`config.mk`:
```
export PLATFORM = sky130hd
export DESIGN_NAME = priority_ready_queue_scheduler
export DESIGN_NICKNAME = d
export VERILOG_FILES = /design/src/hw/rtl/prqs_pkg.sv /design/src/hw/rtl/prqs_table.sv /design/src/hw/rtl/priority_ready_queue_scheduler.sv
export SDC_FILE = /design/constraint.sdc
export NUM_CORES = 1
export LEC_CHECK = 0
export ABC_CLOCK_PERIOD_IN_PS = 12500
export BUFFER_PORTS_ARGS = -buffer_cell sky130_fd_sc_hd__buf_2
export CAP_MARGIN = 20
export CORE_MARGIN = 4
export CORE_UTILIZATION = 40
export CTS_BUF_LIST = sky130_fd_sc_hd__clkbuf_4 sky130_fd_sc_hd__clkbuf_8 sky130_fd_sc_hd__clkbuf_16
export DETAILED_ROUTE_END_ITERATION = 16
export SYNTH_ARGS = -nofsm -noshare
export SYNTH_HDL_FRONTEND = slang
export SYNTH_SLANG_ARGS = --single-unit
export TNS_END_PERCENT = 20
```
`constraint.sdc`:
```
create_clock -name clock -period 12.5 [get_ports clock]
set_input_delay 3.125 -clock clock [delete_from_list [all_inputs] [get_ports clock]]
set_output_delay 3.125 -clock clock [all_outputs]
set_load 0.05 [all_outputs]
```
`src/hw/rtl/prqs_pkg.sv`:
```
// Package with shared codes and default sizes for the priority ready queue scheduler.
package prqs_pkg;

   // Default sizes.
   localparam int unsigned MAX_THREADS_DEF   = 16;
   localparam int unsigned PRIORITY_BITS_DEF = 8;
   localparam int unsigned ID_BITS_DEF       = 16;

   // Operation codes.
   localparam logic [2:0] ACT_ADD      = 3'd0;
   localparam logic [2:0] ACT_DELETE   = 3'd1;
   localparam logic [2:0] ACT_REQUEUE  = 3'd2;
   localparam logic [2:0] ACT_SETSTATE = 3'd3;
   localparam logic [2:0] ACT_SCHEDULE = 3'd4;

   // Thread state codes.
   localparam logic [2:0] THR_READY     = 3'd0;
   localparam logic [2:0] THR_RUNNING   = 3'd1;
   localparam logic [2:0] THR_JOIN_WAIT = 3'd2;
   localparam logic [2:0] THR_EXITED    = 3'd3;

   // Result status codes.
   localparam logic [1:0] STAT_DONE      = 2'd0;
   localparam logic [1:0] STAT_NOT_FOUND = 2'd1;
   localparam logic [1:0] STAT_FULL      = 2'd2;

endpackage

```
`src/hw/rtl/prqs_table.sv`:
```
// Ordered thread table with one combinational read port and one write port.
module prqs_table #(
   parameter int unsigned MAX_THREADS   = prqs_pkg::MAX_THREADS_DEF,
   parameter int unsigned PRIORITY_BITS = prqs_pkg::PRIORITY_BITS_DEF,
   parameter int unsigned ID_BITS       = prqs_pkg::ID_BITS_DEF,
   localparam int unsigned IW = (MAX_THREADS > 1) ? $clog2(MAX_THREADS) : 1
) (
   input  logic                     clock,
   input  logic                     wr_en,
   input  logic [IW-1:0]            wr_addr,
   input  logic [ID_BITS-1:0]       wr_id,
   input  logic [PRIORITY_BITS-1:0] wr_prio,
   input  logic [2:0]               wr_state,
   input  logic [ID_BITS-1:0]       wr_join,
   input  logic [IW-1:0]            rd_addr,
   output logic [ID_BITS-1:0]       rd_id,
   output logic [PRIORITY_BITS-1:0] rd_prio,
   output logic [2:0]               rd_state,
   output logic [ID_BITS-1:0]       rd_join
);

   logic [ID_BITS-1:0]       id_ff    [MAX_THREADS];
   logic [PRIORITY_BITS-1:0] prio_ff  [MAX_THREADS];
   logic [2:0]               state_ff [MAX_THREADS];
   logic [ID_BITS-1:0]       join_ff  [MAX_THREADS];

   // One entry is written per cycle.
   always_ff @(posedge clock) begin
      if (wr_en) begin
         id_ff[wr_addr]    <= wr_id;
         prio_ff[wr_addr]  <= wr_prio;
         state_ff[wr_addr] <= wr_state;
         join_ff[wr_addr]  <= wr_join;
      end
   end

   // The sequencer reads one entry per cycle.
   assign rd_id    = id_ff[rd_addr];
   assign rd_prio  = prio_ff[rd_addr];
   assign rd_state = state_ff[rd_addr];
   assign rd_join  = join_ff[rd_addr];

endmodule

```
`src/hw/rtl/priority_ready_queue_scheduler.sv`:
```
// Top level: sequencer that walks and shifts the ordered thread table one entry per cycle.
// Add, delete, set state and requeue walk the table; schedule also starts a scan for the
// target of each join waiter it meets. Full-table, empty-table and unknown-action commands
// are answered without going busy; one command is taken at a time.
// rsp_valid is high for one cycle right after the last busy cycle; the receiver cannot stall.
// Synchronous active-high reset empties the table, clears the running thread and srp_enable.
module priority_ready_queue_scheduler #(
   parameter int unsigned MAX_THREADS   = prqs_pkg::MAX_THREADS_DEF,
   parameter int unsigned PRIORITY_BITS = prqs_pkg::PRIORITY_BITS_DEF,
   parameter int unsigned ID_BITS       = prqs_pkg::ID_BITS_DEF,
   localparam int unsigned CW = $clog2(MAX_THREADS + 1)
) (
   input  logic                      clock,
   input  logic                      reset,
   input  logic                      start,
   output logic                      busy,
   input  logic [2:0]                req_action,
   input  logic signed [ID_BITS-1:0] req_thread_id,
   input  logic [PRIORITY_BITS-1:0]  req_priority_req,
   input  logic [2:0]                req_new_state,
   input  logic signed [ID_BITS-1:0] req_join_target_id,
   input  logic [PRIORITY_BITS:0]    req_system_ceiling,
   input  logic                      csr_wr_en,
   input  logic                      csr_wr_data,
   output logic                      rsp_valid,
   output logic [1:0]                rsp_status,
   output logic                      rsp_switched,
   output logic                      rsp_running_valid,
   output logic signed [ID_BITS-1:0] rsp_running_id,
   output logic [CW-1:0]             rsp_thread_count
);

   localparam int unsigned IW = (MAX_THREADS > 1) ? $clog2(MAX_THREADS) : 1;

   typedef enum logic [3:0] {
      S_IDLE, S_POS, S_SHUP, S_FIND, S_SHDN, S_WALK, S_JSRCH, S_REL,
      S_CSRCH, S_CCHK, S_DEMOTE, S_SWITCH
   } seq_state_type;

   seq_state_type            st_ff, st_in;
   logic [2:0]               op_ff, op_in;
   logic [ID_BITS-1:0]       id_ff, id_in;
   logic [PRIORITY_BITS-1:0] prio_ff, prio_in;
   logic [2:0]               nst_ff, nst_in;
   logic [ID_BITS-1:0]       jt_ff, jt_in;
   logic [PRIORITY_BITS:0]   ceil_ff, ceil_in;
   logic [CW-1:0]            cnt_ff, cnt_in;
   logic [CW-1:0]            idx_ff, idx_in;
   logic [CW-1:0]            aux_ff, aux_in;
   logic [CW-1:0]            pick_ff, pick_in;
   logic                     srp_ff, srp_in;
   logic                     cur_valid_ff, cur_valid_in;
   logic [ID_BITS-1:0]       cur_id_ff, cur_id_in;
   logic                     rsp_valid_ff, rsp_valid_in;
   logic [1:0]               status_ff, status_in;
   logic                     switched_ff, switched_in;

   logic                     wr_en;
   logic [IW-1:0]            wr_addr, rd_addr;
   logic [ID_BITS-1:0]       wr_id, rd_id;
   logic [PRIORITY_BITS-1:0] wr_prio, rd_prio;
   logic [2:0]               wr_state, rd_state;
   logic [ID_BITS-1:0]       wr_join, rd_join;
   logic                     accept;

   prqs_table #(
      .MAX_THREADS(MAX_THREADS), .PRIORITY_BITS(PRIORITY_BITS), .ID_BITS(ID_BITS)
   ) u_table (
      .clock(clock), .wr_en(wr_en), .wr_addr(wr_addr), .wr_id(wr_id), .wr_prio(wr_prio),
      .wr_state(wr_state), .wr_join(wr_join), .rd_addr(rd_addr), .rd_id(rd_id),
      .rd_prio(rd_prio), .rd_state(rd_state), .rd_join(rd_join)
   );

   assign busy   = (st_ff != S_IDLE);
   assign accept = start && !busy;

   // Sequencer next-state logic; every step reads at most one table entry.
   always_comb begin
      st_in = st_ff;  op_in = op_ff;  id_in = id_ff;  prio_in = prio_ff;
      nst_in = nst_ff;  jt_in = jt_ff;  ceil_in = ceil_ff;  cnt_in = cnt_ff;
      idx_in = idx_ff;  aux_in = aux_ff;  pick_in = pick_ff;
      srp_in = csr_wr_en ? csr_wr_data : srp_ff;
      cur_valid_in = cur_valid_ff;  cur_id_in = cur_id_ff;
      rsp_valid_in = 1'b0;  status_in = status_ff;  switched_in = switched_ff;
      wr_en = 1'b0;  wr_addr = idx_ff[IW-1:0];  rd_addr = idx_ff[IW-1:0];
      wr_id = rd_id;  wr_prio = rd_prio;  wr_state = rd_state;  wr_join = rd_join;
      case (st_ff)
         S_IDLE: begin
            if (accept) begin
               op_in = req_action;  id_in = $unsigned(req_thread_id);
               prio_in = req_priority_req;  nst_in = req_new_state;
               jt_in = $unsigned(req_join_target_id);  ceil_in = req_system_ceiling;
               idx_in = '0;  status_in = prqs_pkg::STAT_DONE;  switched_in = 1'b0;
               case (req_action)
                  prqs_pkg::ACT_ADD: begin
                     if (cnt_ff == CW'(MAX_THREADS)) begin
                        status_in = prqs_pkg::STAT_FULL;  rsp_valid_in = 1'b1;
                     end else begin
                        st_in = S_POS;
                     end
                  end
                  prqs_pkg::ACT_DELETE, prqs_pkg::ACT_REQUEUE, prqs_pkg::ACT_SETSTATE: begin
                     if (cnt_ff == '0) begin
                        status_in = prqs_pkg::STAT_NOT_FOUND;  rsp_valid_in = 1'b1;
                     end else begin
                        st_in = S_FIND;
                     end
                  end
                  prqs_pkg::ACT_SCHEDULE: begin
                     if (cnt_ff == '0) begin
                        status_in = prqs_pkg::STAT_NOT_FOUND;  rsp_valid_in = 1'b1;
                     end else begin
                        st_in = S_WALK;
                     end
                  end
                  default: rsp_valid_in = 1'b1;
               endcase
            end
         end
         // Find the first entry that is less urgent than the new one.
         S_POS: begin
            if (idx_ff == cnt_ff || rd_prio > prio_ff) begin
               pick_in = idx_ff;  idx_in = cnt_ff;  st_in = S_SHUP;
            end else begin
               idx_in = CW'(idx_ff + CW'(1));
            end
         end
         // Open a gap by moving entries up one place, then write the new entry.
         S_SHUP: begin
            wr_en = 1'b1;
            if (idx_ff == pick_ff) begin
               wr_id = id_ff;  wr_prio = prio_ff;  wr_state = nst_ff;  wr_join = jt_ff;
               cnt_in = CW'(cnt_ff + CW'(1));
               rsp_valid_in = 1'b1;  st_in = S_IDLE;
            end else begin
               rd_addr = IW'(idx_ff - CW'(1));
               idx_in = CW'(idx_ff - CW'(1));
            end
         end
         // Look up the first entry with the given id.
         S_FIND: begin
            if (idx_ff == cnt_ff) begin
               status_in = prqs_pkg::STAT_NOT_FOUND;  rsp_valid_in = 1'b1;  st_in = S_IDLE;
            end else if (rd_id == id_ff) begin
               case (op_ff)
                  prqs_pkg::ACT_DELETE: begin
                     if (cur_valid_ff && cur_id_ff == id_ff) cur_valid_in = 1'b0;
                     st_in = S_SHDN;
                  end
                  prqs_pkg::ACT_REQUEUE: begin
                     prio_in = rd_prio;  nst_in = rd_state;  jt_in = rd_join;  st_in = S_SHDN;
                  end
                  default: begin
                     wr_en = 1'b1;  wr_state = nst_ff;
                     if (nst_ff == prqs_pkg::THR_JOIN_WAIT) wr_join = jt_ff;
                     rsp_valid_in = 1'b1;  st_in = S_IDLE;
                  end
               endcase
            end else begin
               idx_in = CW'(idx_ff + CW'(1));
            end
         end
         // Close the gap by moving entries down one place.
         S_SHDN: begin
            if (CW'(idx_ff + CW'(1)) == cnt_ff) begin
               cnt_in = CW'(cnt_ff - CW'(1));
               if (op_ff == prqs_pkg::ACT_REQUEUE) begin
                  idx_in = '0;  st_in = S_POS;
               end else begin
                  rsp_valid_in = 1'b1;  st_in = S_IDLE;
               end
            end else begin
               wr_en = 1'b1;
               rd_addr = IW'(idx_ff + CW'(1));
               idx_in = CW'(idx_ff + CW'(1));
            end
         end
         // Walk in table order to the first ready entry.
         S_WALK: begin
            if (idx_ff == cnt_ff) begin
               rsp_valid_in = 1'b1;  st_in = S_IDLE;
            end else if (rd_state == prqs_pkg::THR_JOIN_WAIT) begin
               jt_in = rd_join;  aux_in = '0;  st_in = S_JSRCH;
            end else if (rd_state == prqs_pkg::THR_READY) begin
               pick_in = idx_ff;  aux_in = '0;
               st_in = cur_valid_ff ? S_CSRCH : S_SWITCH;
            end else begin
               idx_in = CW'(idx_ff + CW'(1));
            end
         end
         // Search for the join target; missing or exited releases the waiter.
         S_JSRCH: begin
            rd_addr = aux_ff[IW-1:0];
            if (aux_ff == cnt_ff) begin
               st_in = S_REL;
            end else if (rd_id == jt_ff) begin
               if (rd_state == prqs_pkg::THR_EXITED) begin
                  st_in = S_REL;
               end else begin
                  idx_in = CW'(idx_ff + CW'(1));  st_in = S_WALK;
               end
            end else begin
               aux_in = CW'(aux_ff + CW'(1));
            end
         end
         S_REL: begin
            wr_en = 1'b1;  wr_state = prqs_pkg::THR_READY;
            pick_in = idx_ff;  aux_in = '0;
            st_in = cur_valid_ff ? S_CSRCH : S_SWITCH;
         end
         // Locate the running thread in the table.
         S_CSRCH: begin
            rd_addr = aux_ff[IW-1:0];
            if (aux_ff == cnt_ff) begin
               st_in = S_SWITCH;
            end else if (rd_id == cur_id_ff) begin
               if (aux_ff == pick_ff) begin
                  rsp_valid_in = 1'b1;  st_in = S_IDLE;
               end else if (rd_state == prqs_pkg::THR_READY ||
                            rd_state == prqs_pkg::THR_RUNNING) begin
                  prio_in = rd_prio;  st_in = S_CCHK;
               end else begin
                  st_in = S_SWITCH;
               end
            end else begin
               aux_in = CW'(aux_ff + CW'(1));
            end
         end
         // Preemption test against the running thread and, with SRP enabled, the ceiling.
         S_CCHK: begin
            rd_addr = pick_ff[IW-1:0];
            if ((srp_ff && !({1'b0, rd_prio} < ceil_ff)) || !(prio_ff > rd_prio)) begin
               rsp_valid_in = 1'b1;  st_in = S_IDLE;
            end else begin
               st_in = S_DEMOTE;
            end
         end
         S_DEMOTE: begin
            rd_addr = aux_ff[IW-1:0];  wr_addr = aux_ff[IW-1:0];
            wr_en = 1'b1;  wr_state = prqs_pkg::THR_READY;  st_in = S_SWITCH;
         end
         S_SWITCH: begin
            rd_addr = pick_ff[IW-1:0];  wr_addr = pick_ff[IW-1:0];
            wr_en = 1'b1;  wr_state = prqs_pkg::THR_RUNNING;
            cur_valid_in = 1'b1;  cur_id_in = rd_id;  switched_in = 1'b1;
            rsp_valid_in = 1'b1;  st_in = S_IDLE;
         end
         default: st_in = S_IDLE;
      endcase
   end

   // State and registered outputs.
   always_ff @(posedge clock) begin
      if (reset) begin
         st_ff <= S_IDLE;  cnt_ff <= '0;  srp_ff <= 1'b0;
         cur_valid_ff <= 1'b0;  cur_id_ff <= '0;  rsp_valid_ff <= 1'b0;
      end else begin
         st_ff <= st_in;  cnt_ff <= cnt_in;  srp_ff <= srp_in;
         cur_valid_ff <= cur_valid_in;  cur_id_ff <= cur_id_in;  rsp_valid_ff <= rsp_valid_in;
      end
      op_ff <= op_in;  id_ff <= id_in;  prio_ff <= prio_in;  nst_ff <= nst_in;
      jt_ff <= jt_in;  ceil_ff <= ceil_in;  idx_ff <= idx_in;  aux_ff <= aux_in;
      pick_ff <= pick_in;  status_ff <= status_in;  switched_ff <= switched_in;
   end

   assign rsp_valid         = rsp_valid_ff;
   assign rsp_status        = status_ff;
   assign rsp_switched      = switched_ff;
   assign rsp_running_valid = cur_valid_ff;
   assign rsp_running_id    = cur_valid_ff ? $signed(cur_id_ff) : '0;
   assign rsp_thread_count  = cnt_ff;

   // A result transfer only follows an accepted operation or a busy cycle.
   assert property (@(posedge clock) disable iff (reset)
      rsp_valid |-> $past(accept || busy))
      else $error("result without an operation");

   // The table never holds more than its capacity.
   assert property (@(posedge clock) disable iff (reset)
      cnt_ff <= CW'(MAX_THREADS))
      else $error("thread count over capacity");

   // A reported switch always leaves a running thread.
   assert property (@(posedge clock) disable iff (reset)
      (rsp_valid && rsp_switched) |-> rsp_running_valid)
      else $error("switch without running thread");

   // The count changes by at most one per cycle.
   assert property (@(posedge clock) disable iff (reset)
      busy |=> (cnt_ff == $past(cnt_ff) || cnt_ff == CW'($past(cnt_ff) + CW'(1)) ||
                cnt_ff == CW'($past(cnt_ff) - CW'(1))))
      else $error("thread count jumped");

endmodule

```
=== Word level (Yosys, flattened, before mapping) ===
Memory sizes are Yosys's and may differ from the RTL's.
Cells that the tools add are included.

* Equal/unequal tests: 67
* Mux-type cells: 130
* Add/subtract/negate cells: 5
* Reduce and logical (&&, ||, !) cells: 42
* Order comparisons: 3

{| class="wikitable"
|+ Operators by type and width
! kind !! number
|-
| 2-to-1 mux 16 bit || 14
|-
| 2-to-1 mux 5 bit || 26
|-
| 2-to-1 mux 4 bit || 20
|-
| 2-to-1 mux 8 bit || 10
|-
| == test 16 bit || 4
|-
| inequality test 2 bit (second input constant) || 26
|-
| one-hot mux 16 bit (3 select lines) || 1
|-
| one-hot mux 4 bit (11 select lines) || 1
|-
| one-hot mux 5 bit (7 select lines) || 1
|-
| one-hot mux 16 bit (2 select lines) || 1
|-
| 2-to-1 mux 3 bit || 9
|-
| == test 5 bit || 5
|-
| 2-to-1 mux 1 bit || 25
|-
| inequality test 3 bit (second input constant) || 8
|-
| one-hot mux 8 bit (3 select lines) || 1
|-
| AND reduction 12 bit || 2
|-
| one-hot mux 5 bit (4 select lines) || 1
|-
| == test 3 x 2 -> 1 bit (second input constant) || 6
|-
| == test 4 x 3 -> 1 bit (second input constant) || 4
|-
| == test 4 bit (second input constant) || 4
|-
| > comparator 8 bit || 2
|-
| one-hot mux 4 bit (4 select lines) || 1
|-
| adder 5 x 1 -> 5 bit (second input constant) || 3
|-
| one-hot mux 5 bit (3 select lines) || 1
|-
| 37 further kinds || 71
|}

* Register bits: 101
* Output and inout bits: 27
* Word-level logic and storage cells: 268
* Memories: 4
* Memory bits (writable): 688

{| class="wikitable"
|+ Memories
! name !! words !! bits a word !! read ports !! clocked after Yosys merged registers in !! wr ports !! line !! text
|-
| u_table.id_ff || 16 || 16 || 1 || 0 || 1 || prqs_table.sv:22 || <nowiki>logic [ID_BITS-1:0] id_ff [MAX_THREADS];</nowiki>
|-
| u_table.join_ff || 16 || 16 || 1 || 0 || 1 || prqs_table.sv:25 || <nowiki>logic [ID_BITS-1:0] join_ff [MAX_THREADS];</nowiki>
|-
| u_table.prio_ff || 16 || 8 || 1 || 0 || 1 || prqs_table.sv:23 || <nowiki>logic [PRIORITY_BITS-1:0] prio_ff [MAX_THREADS];</nowiki>
|-
| u_table.state_ff || 16 || 3 || 1 || 0 || 1 || prqs_table.sv:24 || <nowiki>logic [2:0] state_ff [MAX_THREADS];</nowiki>
|}

=== Logic depth before layout (Yosys ltp) ===
Gate-level depths: netlist of the first run.
An unclocked memory read counts as a cell.

* Depth after elaboration: 12
* Mapped depth: 41

=== Hierarchy ===
From an unflattened synthesis of the first run, not the netlist that was laid out.

* Cell total of the unflattened synthesis: 1815
* Area, all modules: 32811.5 um^2

{| class="wikitable"
|+ By module, submodules not included
! module !! area an instance (um^2) !! instances !! cells each
|-
| prqs_table || 25778.5 || 1 || 1073
|-
| priority_ready_queue_scheduler || 7033.0 || 1 || 742
|}

=== Worst setup path after synthesis of the first run ===
Ideal clock, no wire load.

* Path type: register to register
* Start point: register cnt_ff[4] (netlist: rsp_thread_count[4])
* End point: memory u_table.id_ff[14][0] in the netlist's numbering, enable pin
* Data arrival time: 7.148 ns
* Setup time: 0.443 ns
* Slack: 4.909 ns
* Path buffers: 6
* Data required time: 12.057 ns
* Stages on the path, launching flop included: 24
* Cells stage by stage: dfxtp_1 buf_4 xor2_1 nor3b_2 o311a_1 nand2_1 ha_1 nor2_1 a311o_1 buf_2 or3_1 buf_4 buf_6 buf_6 buf_6 nor2_1 a221oi_1 a22oi_1 xor2_1 nor3_1 nand4_4 o31ai_4 nand3_2 nor2_1

* Word-level cells in the longest chain between the ends: 10
* Elaborated cells between the ends (all ways): 12
* Those cells by class: eq/ne: 3; mux: 8; memory: 1

{| class="wikitable"
|+ Ends and longest elaborated chain
! what !! line !! text
|-
| start: declaration || priority_ready_queue_scheduler.sv:47 || <nowiki>logic [CW-1:0] cnt_ff, cnt_in;</nowiki>
|-
| start signal: assignment || priority_ready_queue_scheduler.sv:258 || <nowiki>st_ff <= st_in; cnt_ff <= cnt_in; srp_ff <= srp_in;</nowiki>
|-
| == test 5 bit || priority_ready_queue_scheduler.sv:165 || <nowiki>if (CW'(idx_ff + CW'(1)) == cnt_ff) begin</nowiki>
|-
| 2-to-1 mux 4 bit || priority_ready_queue_scheduler.sv:165 ||
|-
| one-hot mux 4 bit (4 select lines) || priority_ready_queue_scheduler.sv:87 || <nowiki>case (st_ff)</nowiki>
|-
| memory read (16 x 16 bit) || -- ||
|-
| == test 16 bit || priority_ready_queue_scheduler.sv:144 || <nowiki>end else if (rd_id == id_ff) begin</nowiki>
|-
| 2-to-1 mux 1 bit || priority_ready_queue_scheduler.sv:144 ||
|-
| 2-to-1 mux 1 bit || priority_ready_queue_scheduler.sv:142 || <nowiki>if (idx_ff == cnt_ff) begin</nowiki>
|-
| one-hot mux 1 bit (3 select lines) * || priority_ready_queue_scheduler.sv:87 ||
|-
| 2-to-1 mux 1 bit * || prqs_table.sv:29 || <nowiki>if (wr_en) begin</nowiki>
|-
| 2-to-1 mux 1 bit (not written as such) * || prqs_table.sv:30 || <nowiki>id_ff[wr_addr] <= wr_id;</nowiki>
|-
| end: declaration || prqs_table.sv:22 ||
|}

Mark *: on every way between the ends. The rest lies on a longest branch, timed or not.

=== Worst setup path in the final report of the first run ===
* Start point: register idx_ff[0]
* End point: memory u_table.id_ff[2][11] in the netlist's numbering, enable pin

* Word-level cells in the longest chain between the ends: 11
* Elaborated cells between the ends (all ways): 17
* Those cells by class: add/sub: 2; eq/ne: 4; mux: 10; memory: 1

{| class="wikitable"
|+ Ends and longest elaborated chain
! what !! line !! text
|-
| start: declaration || priority_ready_queue_scheduler.sv:48 || <nowiki>logic [CW-1:0] idx_ff, idx_in;</nowiki>
|-
| start signal: assignment || priority_ready_queue_scheduler.sv:262 || <nowiki>jt_ff <= jt_in; ceil_ff <= ceil_in; idx_ff <= idx_in; aux_ff <= aux_in;</nowiki>
|-
| adder 5 x 1 -> 5 bit || priority_ready_queue_scheduler.sv:165 ||
|-
| == test 5 bit || priority_ready_queue_scheduler.sv:165 ||
|-
| 2-to-1 mux 4 bit || priority_ready_queue_scheduler.sv:165 ||
|-
| one-hot mux 4 bit (4 select lines) || priority_ready_queue_scheduler.sv:87 ||
|-
| memory read (16 x 16 bit) || -- ||
|-
| == test 16 bit || priority_ready_queue_scheduler.sv:144 ||
|-
| 2-to-1 mux 1 bit || priority_ready_queue_scheduler.sv:144 ||
|-
| 2-to-1 mux 1 bit || priority_ready_queue_scheduler.sv:142 ||
|-
| one-hot mux 1 bit (3 select lines) || priority_ready_queue_scheduler.sv:87 ||
|-
| 2-to-1 mux 1 bit || prqs_table.sv:29 ||
|-
| 2-to-1 mux 1 bit (not written as such) || prqs_table.sv:30 ||
|}

Several ways; a longest one is shown, not always the timed one.

==> summary.md, run 1 <==
| Metric | Value |
|---|---|
| Die area | around 94000 um2 |
| Largest cells by area after synthesis | edfxtp_1 64%, nand2_1 6.5%, nand3_1 3.7% |
| Synth-to-Final Area Change | 12.5% |
| Die height | 306 um |
| Net count, final | 3039 |
| Max Fclk | 0.111 GHz |
| FF+latch count, synth | 789 |
| Mapped Nets | 2981 |
| Max Slew Vio Count | 0 |
| Initial drt markers | 2610 |
| Core Region | 88400 um2 |
| Largest net degree at the start of global routing | 146 |
| Cell count after synthesis | 2898 |
| Unrepaired setup endpoints after global routing | false |
| Avg Synthesized Cell Area | 12.3 um2 |
| CTS buffer count | 83 |
| Skew final | 0.0259 ns |
| TritonCTS clock tree | done |
| Post-synth top area share | 64.2% |
| DR WL/cell | 24.7 um |
| IO Pins | 87 |
| Post-synthesis instance area | 35600 um2 |
| Max-cap violation count | 0 |
| Hold-fix buffers, CTS | 0 |
| Crit path DAT | 9.30 ns |
| Setup Total Neg Slack | 0 ns |
| H-Tree Depth | 3 |
| Critical path, cell by cell | inv_1 -> ha_1 -> xor2_1 -> nor2_1 -> o311a_1 -> nand2_1 -> ha_1 -> nor2_1 -> a311o_1 -> or3_4 -> buf_4 -> mux2i_1 -> mux2i_1 -> a32o_1 -> or3_1 -> a2111oi_2 -> and4_4 -> nand4_4 -> o31ai_4 -> nand3_2 -> nor2_4 -> buf_4 |
| First-pass GRT wire length | approximately 150000 um |
| Most frequent cell after synthesis | edfxtp_1 |
| Clk root buf | clkbuf_16 |
| Tot GR Track Use | 21.3% |
| Critical Path RT | 12.76 ns |
| Final hold violation count | 0 |
| Asr flop ratio synth | 0% |
| Row count | about 110 |
| # setup viols final | 0 |
| Worst Path Class, Setup | reg -> reg |
| EDFF count, synth | 761 |
| Routability cong. | about 0.9 |
| Post-Route WL | ~100000 um |
| Synth cell count leaders | 761 x edfxtp_1, 621 x nand2_1, 265 x nand3_1 |
| Sinks on Clock Net | 789 |
| Synth area leader | edfxtp_1 |
| Vias in the first global route | 23.4k |
| Synth unique cells | 94 |
| Post-DP HPWL | about 63000 um |
| DRC | 0 |
| Avg Vias per Cell | 5.88 |
| Initial Util | 40.3% |
| Die W | 306 um |
| Slowest stage cell, crit path | buf_4 |
| Tmin final | between 9 and 10 ns |
| Setup Fix Bufs, Post-CTS | 0 |
| Final period utilization | about 72% |
| Critical path's top delay family | simple AND/OR/NAND/NOR gates |
| Relative slew slack | ~20% |
| Buf/Inv on CP | 3 |
| Critical Path Max Stage Delay | 0.82 ns |
| Buffers on Ports | 86 |
| Layout cells sized above 1 | about an eighth |
| Initial DRT Pass Iterations | 5 |
| Post_cts resized | 0 |
| Clk_lat worst skew | about 0.65 ns |
| Register area share after synthesis | between 60% and 70% |
| Antenna Nets Post-Route | 0 |
| Worst-path fanout max | 65 |
| Warnings, synthesis | 0 |
| CP Launch Type | flip-flop |
| Tightest Pin Transition | about 1.2 ns |
| Main synth FF type | edfxtp_1 |
| Via count | 24.6k |
| Antenna violations before repair | 3 |
| Longest Clk Path Bufs | 3 |
| Outcome | finished clean |
| Crit end category | flip-flop |
| Overflow after GRT | 0 |
| Worst min path class | reg -> reg |
| Reg clk slew, reported paths | 0.06 ns |
[placed cells by master, fill, tap and decap left out, types with 21 or more instances in the layout]
cell type	n
a31o_2	25
and2_1	23
xor2_1	32
clkbuf_16	85
xnor2_1	52
mux2_2	23
ha_1	22
dfxtp_1	28
a21oi_1	65
nor3_1	27
and3_1	47
nand2_1	621
o31ai_1	21
buf_2	86
buf_4	67
edfxtp_1	761
mux2i_1	106
nor2_1	95
a311oi_1	49
nand3_1	265
inv_1	51
o21ai_0	66
[metrics by stage]
stage / hold WS [ns] / cell area (um2) / cells / setup WS (ns) / utilization, %
finish: 0.555 / 40100 / 4188 / 3.47 / 45.3
global route: 0.607 / 40100 / 4188 / 3.01 / 45.3
CTS: 0.556 / 40000 / 4176 / 3.49 / 45.2
detailed placement: 0.545 / 37300 / 4025 / 3.58 / 42.2
global placement: 0.501 / 37300 / 4022 / 3.81 / 42.2
floorplan: 0.421 / 35600 / 2898 / 4.91 / -
[final timing paths]
kind         depth (start not counted)  slack (ns)              endpoint       from
max                                 22        3.47  u_table.id_ff[2][11]  idx_ff[0]
min                                  2        0.55                srp_ff     srp_ff
max reg2reg                         22        3.47  u_table.id_ff[2][11]  idx_ff[0]
min reg2reg                          2        0.55                srp_ff     srp_ff
[sequential cells by signal, indices dropped and copies added, names as in the netlist, 8 cells and up]
register and cells:
ceil_ff 9, id_ff 16, prio_ff 8, u_table.state_ff 48, u_table.prio_ff 128, cur_id_ff 16, u_table.join_ff 256, jt_ff 16
u_table.id_ff 256
[final cells by class]
| type | count | area [um2] |
|---|---|---|
| diodes | 1 | 2.50 |
| clock buffers | 105 | 2280 |
| clock inverters | 46 | 392 |
| fillers | 8030 | 48300 |
| inverters | 52 | 195 |
| multi-input cells | 1872 | 11300 |
| flip-flops and latches | 789 | 23400 |
| well taps | 1165 | 1460 |
| repair buffers | 158 | 1000 |
[worst min-delay path: cells and delay by family, from the launching register on]
family | cells | cell delay, ns
and+or+nand+nor | 1 | 0.09
DFF | 1 | 0.34
muxes | 1 | 0.08
[layer usage]
metal | up-vias | track usage, % | wire length [um]
li1 | 10956 | - | -
met1 | 12302 | 30.6 | 44600
met2 | 1165 | 32.5 | 46300
met3 | 204 | 4.29 | 9380
met4 | 2 | 7.13 | 3230
met5 | - | 0 | 13
[kinds of logic after synthesis]
kind of cell	count (synthesis)	share of synthesized area, %
DFF	789	65.7
and+or+nand+nor	1210	15.5
AOI/OAI and AO/OA	423	9.08
buffers and inverters	237	2.96
adders and majority gates	23	0.829
muxes	132	3.83
xor gates and xnor gates	84	2.07
Power of run 1 is not shown: default switching activity piles up to over one toggle a cycle in this logic, so the estimate is an artifact.
==> inputs of run 2 (changes only) <==
Settings changed: ABC_CLOCK_PERIOD_IN_PS 12500 to 9040.
Clock period 12.5 ns to 9.04 ns, I/O delays scaled along.
==> run 2 against run 1 <==
Net effect: via count is 1.6% higher; count of clock-buffer cells in the layout down 2; highest routed layer is now met4; largest cell class unchanged; non-clock buffer count increased by 38; sequential share of layout area shrank 0.66 points; global-route usage grew 0.82 points; cell area grew 1.1%; critical endpoint is now u_table.join_ff[0][4]; worst setup slack got worse by 2.2 ns; critical path depth is the same.
==> summary.md, run 2 (synthesized netlist as in run 1, its figures left out) <==
| Metric | Value |
|---|---|
| Core Region | 88400 um2 |
| Final period utilization | 86.4% |
| CTS buffer count | between 80 and 90 |
| Post-Place Setup Slack | 1.33 ns |
| First-pass GRT wire length | around 160000 um |
| Reg clk slew, reported paths | 0.06 ns |
| Cells after DPL | 4071 |
| Final hold violation count | 0 |
| R2r worst-path depth | 22 |
| Worst-path fanout max | 43 |
| Critical path, cell by cell | inv_1 -> ha_1 -> xor2_1 -> nor2_1 -> o311a_1 -> nand2_1 -> ha_1 -> nor2_1 -> a311o_1 -> or3_4 -> buf_4 -> nand2_1 -> nand3_1 -> a32o_1 -> or3_1 -> a2111oi_2 -> and4_4 -> nand4_4 -> o31ai_4 -> nand3_2 -> nor2_4 -> buf_12 |
| Top flop regs | u_table.id_ff: 256 flops, u_table.join_ff: 256 flops, u_table.prio_ff: 128 flops |
| Critical Path RT | 9.36 ns |
| Vias in the first global route | 23.9k |
| Antenna Cells | 0 |
| Crit path DAT | 8.13 ns |
| Clk_lat worst skew | 0.65 ns |
| Avg Vias per Cell | 5.92 |
| Worst r2r dst | u_table.join_ff[0][4] |
| TritonCTS clock tree | done |
| Setup Total Neg Slack | 0 ns |
| Endpoint, Worst Hold | srp_ff |
| Die area | 93900 um2 |
| Overflow after GRT | 0 |
| IO Pins | 87 |
| Initial DRT Pass Iterations | 6 |
| Unrepaired setup endpoints after global routing | false |
| Routability cong. | 0.885 |
| # setup viols final | 0 |
| Antenna Nets Post-Route | 0 |
| H-Tree Depth | 3 |
| CP Launch Type | flip-flop |
| Via count | 25.0k |
| Post-DP HPWL | around 67000 um |
| Largest net degree at the start of global routing | 103 |
| Row count | 109 |
| Post-Route WL | roughly 110000 um |
| Relative slew slack | 28.4% |
| FF-to-FF Start | idx_ff[0] |
| Tightest Pin Transition | 1.07 ns |
| R2R Setup Slk | approximately 1.2 ns |
| Skew final | 0.0268 ns |
| Longest Clk Path Bufs | 3 |
| Layout cells sized above 1 | 14.4% |
| Clk root buf | clkbuf_16 |
| Worst min path class | reg -> reg |
| Hold Path Depth | 2 |
| Post_cts resized | 0 |
| Worst setup margin | 1.23 ns |
| WHS | 0.504 ns |
| Max-cap violation count | 0 |
| Buffers on Ports | 86 |
| Post-Layout Cell Count | between 4k and 5k |
| Synth-to-Final Area Change | 13.8% |
| Max Slew Vio Count | 0 |
| Commonest non-fill, non-tap cell in the layout | edfxtp_1 |
| DR WL/cell | around 25 um |
| Antenna violations before repair | 1 |
| DRC | 0 |
| Die W | between 300 and 400 um |
| Hold path start | srp_ff |
| Crit end category | flip-flop |
| Max Fclk | 0.128 GHz |
| Sinks on Clock Net | 789 |
| Initial Util | 40.3% |
| Tot GR Track Use | 22.1% |
| Initial drt markers | 2817 |
| Die height | 306 um |
| Setup Fix Bufs, Post-CTS | 0 |
| Net count, final | 3078 |
| Most frequent cells in the layout | 761 x edfxtp_1, 621 x nand2_1, 265 x nand3_1 |
| Slowest stage cell, crit path | nor2_4 |
| Hold-fix buffers, CTS | 0 |
| Tmin final | 7.81 ns |
| Critical Path Max Stage Delay | 0.73 ns |
| Worst Path Class, Setup | reg -> reg |
| Outcome | finished clean |
==> run 2: layer usage <==
| layer | global-route usage, % | wire, um | vias up |
|---|---|---|---|
| li1 | - | - | 11032 |
| met1 | 32.0 | 46000 | 12506 |
| met2 | 34.4 | 48200 | 1269 |
| met3 | 3.69 | 9160 | 209 |
| met4 | 6.70 | 3230 | 0 |
| met5 | 0 | 0 | - |
==> run 2: worst max path at each step <==
stage / startpoint / end / slack [ns] / cells past startpoint
finish: idx_ff[0] / u_table.join_ff[0][4] / 1.23 / 22
floorplan: rsp_thread_count[4] / u_table.id_ff[14][0] / 1.45 / 23
global placement: idx_ff[0] / u_table.join_ff[0][11] / 1.56 / 22
global route: idx_ff[0] / u_table.join_ff[0][10] / 0.76 / 22
CTS: idx_ff[0] / u_table.join_ff[0][4] / 1.29 / 22
detailed placement: idx_ff[0] / u_table.join_ff[0][11] / 1.33 / 22
==> run 2: worst max-delay path, delay by kind of cell, from the launching register on <==
family,cells,cell delay [ns]
and+or+nand+nor,11,3.22
DFF,1,0.61
buffers and inverters,3,0.89
adders and majority gates,2,0.72
xor gates and xnor gates,1,0.16
AOI/OAI and AO/OA,5,1.78
==> run 2: through the flow <==
step           cell area [um2]  util, %
2_1_floorplan            35600        -
3_3_place_gp             37800     42.8
3_5_place_dp             37800     42.8
4_1_cts                  40500     45.8
5_1_grt                  40500     45.9
6_report                 40500     45.9
==> run 2: area by class of cell <==
type	count	area (um2)
Clock buffer	103	2270
Tap cell	1165	1460
Sequential cell	789	23400
Timing Repair Buffer	196	1460
Multi-Input combinational cell	1872	11300
Inverter	52	195
Fill cell	7943	47900
Clock inverter	52	397
Power of run 2 is left out for the same reason.
